<file path="src/hdl/ttb_pkg.sv">
`timescale 1ns / 1ps

package ttb_pkg;

    localparam int unsigned CALIB_TICKS = 10;
    localparam int unsigned TALLY_W = 4;
    localparam logic [TALLY_W-1:0] CALIB_TALLY_END = TALLY_W'(CALIB_TICKS);

    localparam logic [31:0] RATE_RESET = 32'd1000;
    localparam logic [31:0] SCALE_1000 = 32'd1000;
    localparam logic [63:0] CALIB_US_NUM = 64'(CALIB_TICKS) * 64'd1000000;
    localparam logic [31:0] SAT_VALUE = 32'hFFFF_FFFF;

    localparam int unsigned DIV_W = 64;
    localparam int unsigned DIV_CNT_W = $clog2(DIV_W);
    localparam logic [DIV_CNT_W-1:0] DIV_LAST = DIV_CNT_W'(DIV_W - 1);

    typedef enum logic [2:0] {
        OP_TICK     = 3'd0,
        OP_CALIB    = 3'd1,
        OP_READ     = 3'd2,
        OP_UPTIME   = 3'd3,
        OP_US_SINCE = 3'd4
    } opcode_t;

    typedef enum logic [1:0] {
        PH_IDLE  = 2'd0,
        PH_WAIT  = 2'd1,
        PH_COUNT = 2'd2
    } calib_phase_t;

    typedef enum logic [5:0] {
        S_IDLE  = 6'b000001,
        S_MUL   = 6'b000010,
        S_DIV   = 6'b000100,
        S_POST  = 6'b001000,
        S_SCALE = 6'b010000,
        S_DONE  = 6'b100000
    } seq_state_t;

    typedef enum logic [2:0] {
        JOB_UPTIME    = 3'd0,
        JOB_UPTIME_US = 3'd1,
        JOB_CAL_US    = 3'd2,
        JOB_CAL_CPU   = 3'd3,
        JOB_ELAPSED   = 3'd4
    } div_job_t;

endpackage

</file>
<file path="src/hdl/tick_timebase_with_tsc_calibration.sv">
`timescale 1ns / 1ps

// channel  direction  ports                 payload
// s_       in         s_valid s_ready       opcode, cycle stamp, start stamp
// m_       out        m_valid m_ready       result value, calibrated flag
// cfg_     in         cfg_valid cfg_ready   tick rate in hz
//
// tick, calibrate arm, read ticks and unused opcodes go straight from idle to the done step
// uptime ms and us since make one pass of the 64-step shared divider
// the tick that ends a calibration run makes up to two divider passes
// synchronous active-low reset; rate returns to 1000 hz, block uncalibrated
// s_ready is low while an item is in work; a held result stalls only the item behind it

module tick_timebase_with_tsc_calibration
    import ttb_pkg::*;
(
    input  logic        aclk,
    input  logic        aresetn,

    input  logic        s_valid,
    output logic        s_ready,
    input  logic [2:0]  s_opcode,
    input  logic [63:0] s_cycle_stamp_now,
    input  logic [63:0] s_start_stamp,

    output logic        m_valid,
    input  logic        m_ready,
    output logic [31:0] m_result_value,
    output logic        m_is_calibrated,

    input  logic        cfg_valid,
    output logic        cfg_ready,
    input  logic [31:0] cfg_tick_rate_hz
);

    seq_state_t           state_reg, state_next;
    div_job_t             job_reg, job_next;
    calib_phase_t         phase_reg, phase_next;
    logic [TALLY_W-1:0]   tally_reg, tally_next;
    logic [31:0]          rate_reg, rate_next;
    logic [31:0]          count_reg, count_next;
    logic [63:0]          first_reg, first_next;
    logic [63:0]          cpu_reg, cpu_next;
    logic [63:0]          now_reg, now_next;

    logic [63:0]          rem_reg, rem_next;
    logic [63:0]          quo_reg, quo_next;
    logic [63:0]          divisor_reg, divisor_next;
    logic [DIV_CNT_W-1:0] cnt_reg, cnt_next;

    logic [31:0]          res_reg, res_next;
    logic                 m_valid_reg, m_valid_next;
    logic [31:0]          m_result_reg, m_result_next;
    logic                 m_cal_reg, m_cal_next;

    logic                 s_fire;
    logic [64:0]          trial;
    logic [64:0]          diff;
    logic                 fits;
    logic [31:0]          mul_src;
    logic [31:0]          mul_prod;
    logic [TALLY_W-1:0]   tally_inc;

    assign s_ready   = (state_reg == S_IDLE);
    assign s_fire    = s_valid && s_ready;
    assign cfg_ready = 1'b1;

    assign m_valid         = m_valid_reg;
    assign m_result_value  = m_result_reg;
    assign m_is_calibrated = m_cal_reg;

    // shared restoring divider step
    assign trial = {rem_reg, quo_reg[63]};
    assign diff  = trial - {1'b0, divisor_reg};
    assign fits  = (trial >= {1'b0, divisor_reg});

    // shared constant multiplier
    assign mul_src  = (state_reg == S_MUL) ? count_reg : quo_reg[31:0];
    assign mul_prod = mul_src * SCALE_1000;

    assign tally_inc = tally_reg + TALLY_W'(1);

    always_comb begin
        state_next    = state_reg;
        job_next      = job_reg;
        phase_next    = phase_reg;
        tally_next    = tally_reg;
        rate_next     = rate_reg;
        count_next    = count_reg;
        first_next    = first_reg;
        cpu_next      = cpu_reg;
        now_next      = now_reg;
        rem_next      = rem_reg;
        quo_next      = quo_reg;
        divisor_next  = divisor_reg;
        cnt_next      = cnt_reg;
        res_next      = res_reg;
        m_valid_next  = m_valid_reg;
        m_result_next = m_result_reg;
        m_cal_next    = m_cal_reg;

        if (cfg_valid && cfg_ready) begin
            rate_next = cfg_tick_rate_hz;
        end

        if (m_valid_reg && m_ready) begin
            m_valid_next = 1'b0;
        end

        unique case (state_reg)
            S_IDLE: begin
                if (s_fire) begin
                    now_next   = s_cycle_stamp_now;
                    res_next   = '0;
                    state_next = S_DONE;
                    rem_next   = '0;
                    cnt_next   = '0;
                    unique case (s_opcode)
                        OP_TICK: begin
                            count_next = count_reg + 32'd1;
                            res_next   = count_reg + 32'd1;
                            priority if (phase_reg == PH_WAIT) begin
                                first_next = s_cycle_stamp_now;
                                tally_next = '0;
                                phase_next = PH_COUNT;
                            end else if (phase_reg == PH_COUNT) begin
                                tally_next = tally_inc;
                                if (tally_inc >= CALIB_TALLY_END) begin
                                    phase_next = PH_IDLE;
                                    if (s_cycle_stamp_now > first_reg && rate_reg != '0) begin
                                        quo_next     = CALIB_US_NUM;
                                        divisor_next = {32'd0, rate_reg};
                                        job_next     = JOB_CAL_US;
                                        state_next   = S_DIV;
                                    end
                                end
                            end else begin
                            end
                        end
                        OP_CALIB: begin
                            if (rate_reg != '0) begin
                                phase_next = PH_WAIT;
                                tally_next = '0;
                            end
                        end
                        OP_READ: begin
                            res_next = count_reg;
                        end
                        OP_UPTIME: begin
                            if (rate_reg != '0) begin
                                job_next   = JOB_UPTIME;
                                state_next = S_MUL;
                            end
                        end
                        OP_US_SINCE: begin
                            priority if (cpu_reg == '0) begin
                                if (rate_reg != '0) begin
                                    job_next   = JOB_UPTIME_US;
                                    state_next = S_MUL;
                                end
                            end else if (s_cycle_stamp_now >= s_start_stamp) begin
                                quo_next     = s_cycle_stamp_now - s_start_stamp;
                                divisor_next = cpu_reg;
                                job_next     = JOB_ELAPSED;
                                state_next   = S_DIV;
                            end else begin
                            end
                        end
                        default: begin
                        end
                    endcase
                end
            end

            S_MUL: begin
                rem_next     = '0;
                quo_next     = {32'd0, mul_prod};
                divisor_next = {32'd0, rate_reg};
                cnt_next     = '0;
                state_next   = S_DIV;
            end

            S_DIV: begin
                rem_next = fits ? diff[63:0] : trial[63:0];
                quo_next = {quo_reg[62:0], fits};
                cnt_next = cnt_reg + DIV_CNT_W'(1);
                if (cnt_reg == DIV_LAST) begin
                    state_next = S_POST;
                end
            end

            S_POST: begin
                state_next = S_DONE;
                unique case (job_reg)
                    JOB_UPTIME: begin
                        res_next = quo_reg[31:0];
                    end
                    JOB_UPTIME_US: begin
                        state_next = S_SCALE;
                    end
                    JOB_CAL_US: begin
                        if (quo_reg != '0) begin
                            rem_next     = '0;
                            quo_next     = now_reg - first_reg;
                            divisor_next = quo_reg;
                            cnt_next     = '0;
                            job_next     = JOB_CAL_CPU;
                            state_next   = S_DIV;
                        end
                    end
                    JOB_CAL_CPU: begin
                        cpu_next = quo_reg;
                    end
                    JOB_ELAPSED: begin
                        res_next = (quo_reg[63:32] != '0) ? SAT_VALUE : quo_reg[31:0];
                    end
                    default: begin
                    end
                endcase
            end

            S_SCALE: begin
                res_next   = mul_prod;
                state_next = S_DONE;
            end

            S_DONE: begin
                if (!m_valid_reg || m_ready) begin
                    m_valid_next  = 1'b1;
                    m_result_next = res_reg;
                    m_cal_next    = (cpu_reg != '0);
                    state_next    = S_IDLE;
                end
            end

            default: begin
                state_next = S_IDLE;
            end
        endcase
    end

    always_ff @(posedge aclk) begin
        if (!aresetn) begin
            state_reg   <= S_IDLE;
            job_reg     <= JOB_UPTIME;
            phase_reg   <= PH_IDLE;
            tally_reg   <= '0;
            rate_reg    <= RATE_RESET;
            count_reg   <= '0;
            first_reg   <= '0;
            cpu_reg     <= '0;
            cnt_reg     <= '0;
            m_valid_reg <= 1'b0;
        end else begin
            state_reg   <= state_next;
            job_reg     <= job_next;
            phase_reg   <= phase_next;
            tally_reg   <= tally_next;
            rate_reg    <= rate_next;
            count_reg   <= count_next;
            first_reg   <= first_next;
            cpu_reg     <= cpu_next;
            cnt_reg     <= cnt_next;
            m_valid_reg <= m_valid_next;
        end
    end

    always_ff @(posedge aclk) begin
        now_reg      <= now_next;
        rem_reg      <= rem_next;
        quo_reg      <= quo_next;
        divisor_reg  <= divisor_next;
        res_reg      <= res_next;
        m_result_reg <= m_result_next;
        m_cal_reg    <= m_cal_next;
    end

`ifndef ASSERT_OFF
    a_accept_leaves_idle: assert property (@(posedge aclk) disable iff (!aresetn)
        s_fire |=> (state_reg != S_IDLE))
        else $error("accepted item did not start work");

    a_no_div_by_zero: assert property (@(posedge aclk) disable iff (!aresetn)
        (state_reg == S_DIV) |-> (divisor_reg != '0))
        else $error("divider running with zero divisor");

    a_result_from_done: assert property (@(posedge aclk) disable iff (!aresetn)
        $rose(m_valid_reg) |-> $past(state_reg == S_DONE))
        else $error("result raised outside done step");

    a_tally_bound: assert property (@(posedge aclk) disable iff (!aresetn)
        tally_reg <= CALIB_TALLY_END)
        else $error("calibration tally past run length");
`endif

endmodule
</file>
<file path="config.mk">
export PLATFORM = sky130hd
export DESIGN_NAME = tick_timebase_with_tsc_calibration
export DESIGN_NICKNAME = d
export VERILOG_FILES = /design/src/hdl/ttb_pkg.sv /design/src/hdl/tick_timebase_with_tsc_calibration.sv
export SDC_FILE = /design/constraint.sdc
export NUM_CORES = 2
export LEC_CHECK = 0
export ABC_CLOCK_PERIOD_IN_PS = 8000
export BUFFER_PORTS_ARGS = -buffer_cell sky130_fd_sc_hd__buf_2
export CORE_AREA = 8 8 416 418
export CTS_BUF_LIST = sky130_fd_sc_hd__clkbuf_4
export DETAILED_ROUTE_END_ITERATION = 10
export DIE_AREA = 0 0 424 426
export PLACE_DENSITY = 0.4
export SLEW_MARGIN = 20
export SYNTH_ARGS = -nofsm -noshare
export SYNTH_HDL_FRONTEND = slang
export SYNTH_SLANG_ARGS = --single-unit
export TNS_END_PERCENT = 10
</file>
<file path="constraint.sdc">
create_clock -name aclk -period 8 [get_ports aclk]
set_clock_uncertainty 0.15 [all_clocks]
set_input_delay 2 -clock aclk [delete_from_list [all_inputs] [get_ports aclk]]
set_output_delay 2 -clock aclk [all_outputs]
set_load 0.01 [all_outputs]
</file>
Word-level counts from Yosys, hierarchy flattened
Index checks and enable logic that the tools add are counted.
{"block": "classes", "addsub": 6, "multipliers": 1, "magnitude_cmp": 4, "eq_ne": 37, "mux": 76, "n_reduce_logical": 30}
{"cell": "$mux W64", "count": 22}
{"cell": "$pmux W64 S4", "count": 2}
{"cell": "$pmux W64 S2", "count": 2}
{"cell": "$pmux W64 S3", "count": 1}
{"cell": "$sub A64 B64 Y64", "count": 3}
{"cell": "$pmux W32 S2", "count": 2}
{"cell": "$reduce_bool A64 Y1", "count": 2}
{"cell": "$mux W32", "count": 3}
{"cell": "$pmux W32 S3", "count": 1}
{"cell": "$mux W6", "count": 14}
{"cell": "$ge A65 B64 Y1", "count": 1}
{"cell": "$ge A64 B64 Y1", "count": 1}
{"cell": "$gt A64 B64 Y1", "count": 1}
{"cell": "$logic_not A64 Y1", "count": 1}
{"cell": "$reduce_bool A32 Y1", "count": 2}
{"cell": "$pmux W6 S6", "count": 1}
{"cell": "$mux W3", "count": 11}
{"cell": "$add A32 B1 Y32 const B", "count": 1}
{"cell": "$mul A32 B7 Y29 const B", "count": 1}
{"cell": "$ne A3 B3 Y1 const B", "count": 9}
{"cell": "$pmux W6 S4", "count": 1}
{"cell": "$reduce_and A11 Y1", "count": 2}
{"cell": "$pmux W6 S3", "count": 1}
{"cell": "$eq A3 B2 Y1 const B", "count": 4}
{"cell": "other kinds (39)", "count": 65}
{"block": "word_totals", "register_bits": 535, "input_bits": 168, "output_inout_bits": 36, "wordCells": 171}

Logic depth before layout (Yosys ltp)
{"block": "depth", "word_depth": 9, "ltp_mapped": 27, "mapped_depth_nobuf": 23}

Worst setup path after synthesis
OpenSTA, ideal clock, no wires.
{"block": "synth_path", "path_type": "input port to flip-flop", "startpoint": "input port s_cycle_stamp_now[0]", "endpoint": "register divisor_reg[0], enable pin", "setup_time_ns": 0.486, "arrival_ns": 6.675, "setup_slack_ns": 0.689, "path_stages": 16, "cell_sequence": "inv_1 ha_1 inv_1 fa_1 a211oi_1 o21ai_0 a2111oi_1 nor4_1 a21oi_1 o41ai_1 a21oi_1 o21ai_0 a211oi_1 o21ai_0 a21oi_1 nor2_1"}
{"block": "synth_via", "elab_chain_cells": 4, "word_cells_on_any_way": 6, "classes_between": "2 x order compare; 2 x eq/ne; 2 x reduce/logical"}
{"element": "from (decl)", "line_no": "tick_timebase_with_tsc_calibration.sv:23", "text": "input logic [63:0] s_cycle_stamp_now,"}
{"element": "$gt A64 B64 Y1", "line_no": "tick_timebase_with_tsc_calibration.sv:130", "text": "if (s_cycle_stamp_now > first_reg && rate_reg != '0) begin"}
{"element": "$logic_and A1 B1 Y1", "line_no": "tick_timebase_with_tsc_calibration.sv:130"}
{"element": "$ne A3 B3 Y1 (no line)"}
{"element": "$reduce_and A11 Y1 (no line) (*)"}
{"element": "to (signal assigned)", "line_no": "tick_timebase_with_tsc_calibration.sv:272", "text": "divisor_reg <= divisor_next;"}
{"element": "to (decl)", "line_no": "tick_timebase_with_tsc_calibration.sv:48", "text": "logic [63:0] divisor_reg, divisor_next;"}
Mark *: on every way between the ends. The rest lies on a longest branch, timed or not.
A chain may end at the register's enable or synchronous reset.

Worst setup path in the final report
{"block": "layout_path", "startpoint": "register state_reg[3]", "endpoint": "register quo_reg[28], data pin"}
{"block": "layout_via", "elab_chain_cells": 4, "word_cells_on_any_way": 7, "classes_between": "1 x mul; 4 x eq/ne; 2 x mux"}
{"element": "from (decl)", "line_no": "tick_timebase_with_tsc_calibration.sv:36", "text": "seq_state_t state_reg, state_next;"}
{"element": "from (signal assigned)", "line_no": "tick_timebase_with_tsc_calibration.sv:255", "text": "state_reg <= state_next;"}
{"element": "$eq A6 B2 Y1", "line_no": "tick_timebase_with_tsc_calibration.sv:78, tick_timebase_with_tsc_calibration.sv:110"}
{"element": "$mux W32", "line_no": "tick_timebase_with_tsc_calibration.sv:78", "text": "assign mul_src = (state_reg == S_MUL) ? count_reg : quo_reg[31:0];"}
{"element": "$mul A32 B7 Y29", "line_no": "tick_timebase_with_tsc_calibration.sv:79", "text": "assign mul_prod = mul_src * SCALE_1000;"}
{"element": "$pmux W64 S4 (*)", "line_no": "tick_timebase_with_tsc_calibration.sv:110", "text": "unique case (state_reg)"}
{"element": "via quo_next[28]", "line_no": "tick_timebase_with_tsc_calibration.sv:47", "text": "logic [63:0] quo_reg, quo_next;"}
{"element": "to (signal assigned)", "line_no": "tick_timebase_with_tsc_calibration.sv:271", "text": "quo_reg <= quo_next;"}
{"element": "to (decl)", "line_no": "tick_timebase_with_tsc_calibration.sv:47"}
The timed path passes the listed nets; every way through them passes the cells marked *.

==> results.md <==
- Via count of the first global-routing pass: 34,100
- Num rows: 150
- Critical Path Start Type: register
- Seq/Total Area, Yosys: 35.1%
- Final worst path period need: 7.22 ns
- Static leakage: 18.4 nW
- Final design utilization: 27.3%
- Final max-slew violation count: 0
- CP cell instances: nor4_1, nand3b_1, buf_4, mux2i_1, xor2_1, ha_1, fa_1, inv_1, fa_1, fa_1, inv_1, ha_1, o21a_1, o21ai_1, a21oi_1, a311o_1, o31a_1, a31oi_1, a21oi_1, a221o_1, xnor2_1, o22ai_1, a211o_1
- Avg WL per Cell: 22.2 µm
- Synth Register Bits: 535
- First-pass GRT wire length: 229,000 µm
- Commonest non-fill, non-tap cell in the layout: nand2_1
- Mapped Cells: 4,445
- Clk sinks: 535
- Yosys warns: 0
- Most frequent cells in the layout: nand2_1 (604), inv_1 (400), edfxtp_1 (321)
- # hold bufs at CTS: 0
- Vias after detailed routing: 34,200
- Worst-skew pair later-pin latency: 1.20 ns
- Layout cell share with drive strength beyond 1: 12.9%
- VDD IR max: 0.497 mV
- CP max stage delay: 0.51 ns
- Worst EP required: 8.74 ns
- Synth area leader: edfxtp_1
- Ys flop type: edfxtp_1
- Pwr Total: 12.6 mW
- Synth-to-Final Area Change: 14.7%
- Non-filler instance count after layout: 7,035
- Post-detail-place hpwl: 122,000 µm
- CP max FO: 21
- Status: finished clean
- Min-Delay Path Class: register to register
- Setup CP Type: register to register
- PwrDens: 278 mW/mm²
- Vias per std cell: 4.86
- Total nets after synthesis: 5,003
- H-tree level count: 4
- Crit path arrival time: 7.96 ns
- F_max: 139 MHz
- Io pins: 204
- Final-report setup violation count: 0
- CTS-repair resized insts: 0
- Initial drt markers: 2,476
- WL final: 156,000 µm
- Setup crit end kind: register
- Postcts setup bufs: 0
- Max-Cap Viols: 0
- Largest net degree at the start of global routing: 93
- Top cells by area, synth: edfxtp_1 (24%), dfxtp_1 (11%), ha_1 (9.7%)
- Number of port buffers: 202
- Clk slew on worst S/H paths: 0.07 ns
- Worst-Margin Slew: 1.13 ns
- Final ANT Viol Nets: 0
- Mean Syn Cell Area: 8.92 µm²
- Grt ovf: 0
- Dpl ws: 0.924 ns
- Final Hold Fails: 0
- Placed Area: 0.0432 mm²
- Placed cells: 6,715
- Tot GR Track Use: 16.7%
- Slowest CP cell: fa_1
- RSZ-0062 raised after global routing: no
- Asr flop ratio synth: 0%
- Nets: 5,240
- Final hold slack: 0.265 ns
- Setup TNS: 0 ns
- CTS Buffer Depth: 3
- Crit-path most repeated cell: fa_1
- Netlist Area Pre-Place: 0.0396 mm²
- PnR worst setup slack: 0.782 ns
- Tcrit/Tclk final: 90.2%
- TritonCTS clock tree: built
- Clock root cell: clkbuf_4
- DR pass1 iterations: 10
- Post-synth EDFFs: 321
- Fin area: 0.0454 mm²
- Area fraction of the dominant cell type after synthesis: 24.3%
- Die H: 426 µm
- Drc violations: 0
- Die width: 424 µm
- Synth unique cells: 98
- Cts bufs inserted: 168
- Initial antenna violation count: 13
- Routability cong.: 0.903
- Slew HR: 24.0%
- Core box area: 0.166 mm²
- Starting density of the core: 23.8%
- Full die area: 0.181 mm²
## per-layer routing
layer  vias up  global-route usage, %  share of wire (%)
met5         -                      0             0.0083
met4         2                   4.96                2.8
met3       219                   2.88                4.8
met2       893                   27.7                 46
met1     16600                   22.4                 46
li1      16500                      -                  -
## Yosys cell counts, types with 26 or more instances
| library cell | count |
|---|---|
| nor2_1 | 192 |
| a21o_1 | 159 |
| fa_1 | 82 |
| a21oi_1 | 311 |
| a22oi_1 | 34 |
| mux2i_1 | 66 |
| nor3_1 | 46 |
| clkbuf_1 | 163 |
| xnor2_1 | 174 |
| o21ai_1 | 26 |
| nand2_1 | 605 |
| a21boi_0 | 155 |
| o21ai_0 | 186 |
| inv_1 | 401 |
| o21bai_1 | 35 |
| a22o_1 | 33 |
| ha_1 | 308 |
| xor2_1 | 101 |
| dfxtp_1 | 214 |
| nand4_1 | 80 |
| nand2b_1 | 38 |
| edfxtp_1 | 321 |
| and3_1 | 41 |
| nor4_1 | 56 |
| a222oi_1 | 37 |
| nand3_1 | 70 |
| and2_1 | 43 |
| a31oi_1 | 26 |
| nor2b_1 | 64 |
## final timing paths
check                                  from                          end  slack [ns]  cells after the start
setup / recovery  state_reg[3]$_SDFFE_PN0P_        quo_reg[28]$_DFFE_PP_        0.78                     23
hold / removal         res_reg[6]$_DFFE_PP_  m_result_value[6]$_DFFE_PP_        0.26                      0
setup reg to reg  state_reg[3]$_SDFFE_PN0P_        quo_reg[28]$_DFFE_PP_        0.78                     23
hold reg to reg        res_reg[6]$_DFFE_PP_  m_result_value[6]$_DFFE_PP_        0.26                      0
## cell type report
cell class | count | area (µm²)
fill | 18200 | 121000
multi-input combinational | 3304 | 23500
sequential | 535 | 13900
tap | 2204 | 2760
clock buffer | 252 | 1890
timing repair buffer | 272 | 1550
inverter | 401 | 1510
clock inverter | 57 | 303
antenna | 10 | 25.0
## power breakdown
group	internal, mW	total, mW	switching, mW	leakage (nW)
sequential	3.18	3.36	0.176	4.84
clock	1.48	2.87	1.39	1.30
combinational	2.39	6.39	4.00	12.2
## cells by family (layout without fill, tap and decap cells)
| logic type | after synthesis | in the layout | share of synthesized area (%) |
|---|---|---|---|
| adder cells (fa/ha/maj) | 396 | 396 | 14.0 |
| AO/OA/AOI/OAI | 1253 | 1253 | 21.7 |
| buffers and inverters | 606 | 982 | 5.86 |
| flip-flops | 535 | 535 | 35.1 |
| XOR/XNOR | 275 | 275 | 6.08 |
| other | 1 | 11 | 0.00946 |
| multiplexers | 67 | 67 | 1.70 |
| AND/OR/NAND/NOR | 1312 | 1312 | 15.5 |
## critical path, delay by kind of cell, from the launching register on
family,cells,cell delay [ns]
AOI/OAI and AO/OA,10,2.42
adders and majority gates,5,2.09
and+or+nand+nor,2,0.57
xor gates and xnor gates,2,0.54
DFF,1,0.39
muxes,1,0.38
buffers and inverters,3,0.37
No activity file was read; power rests on OpenSTA's default activity.
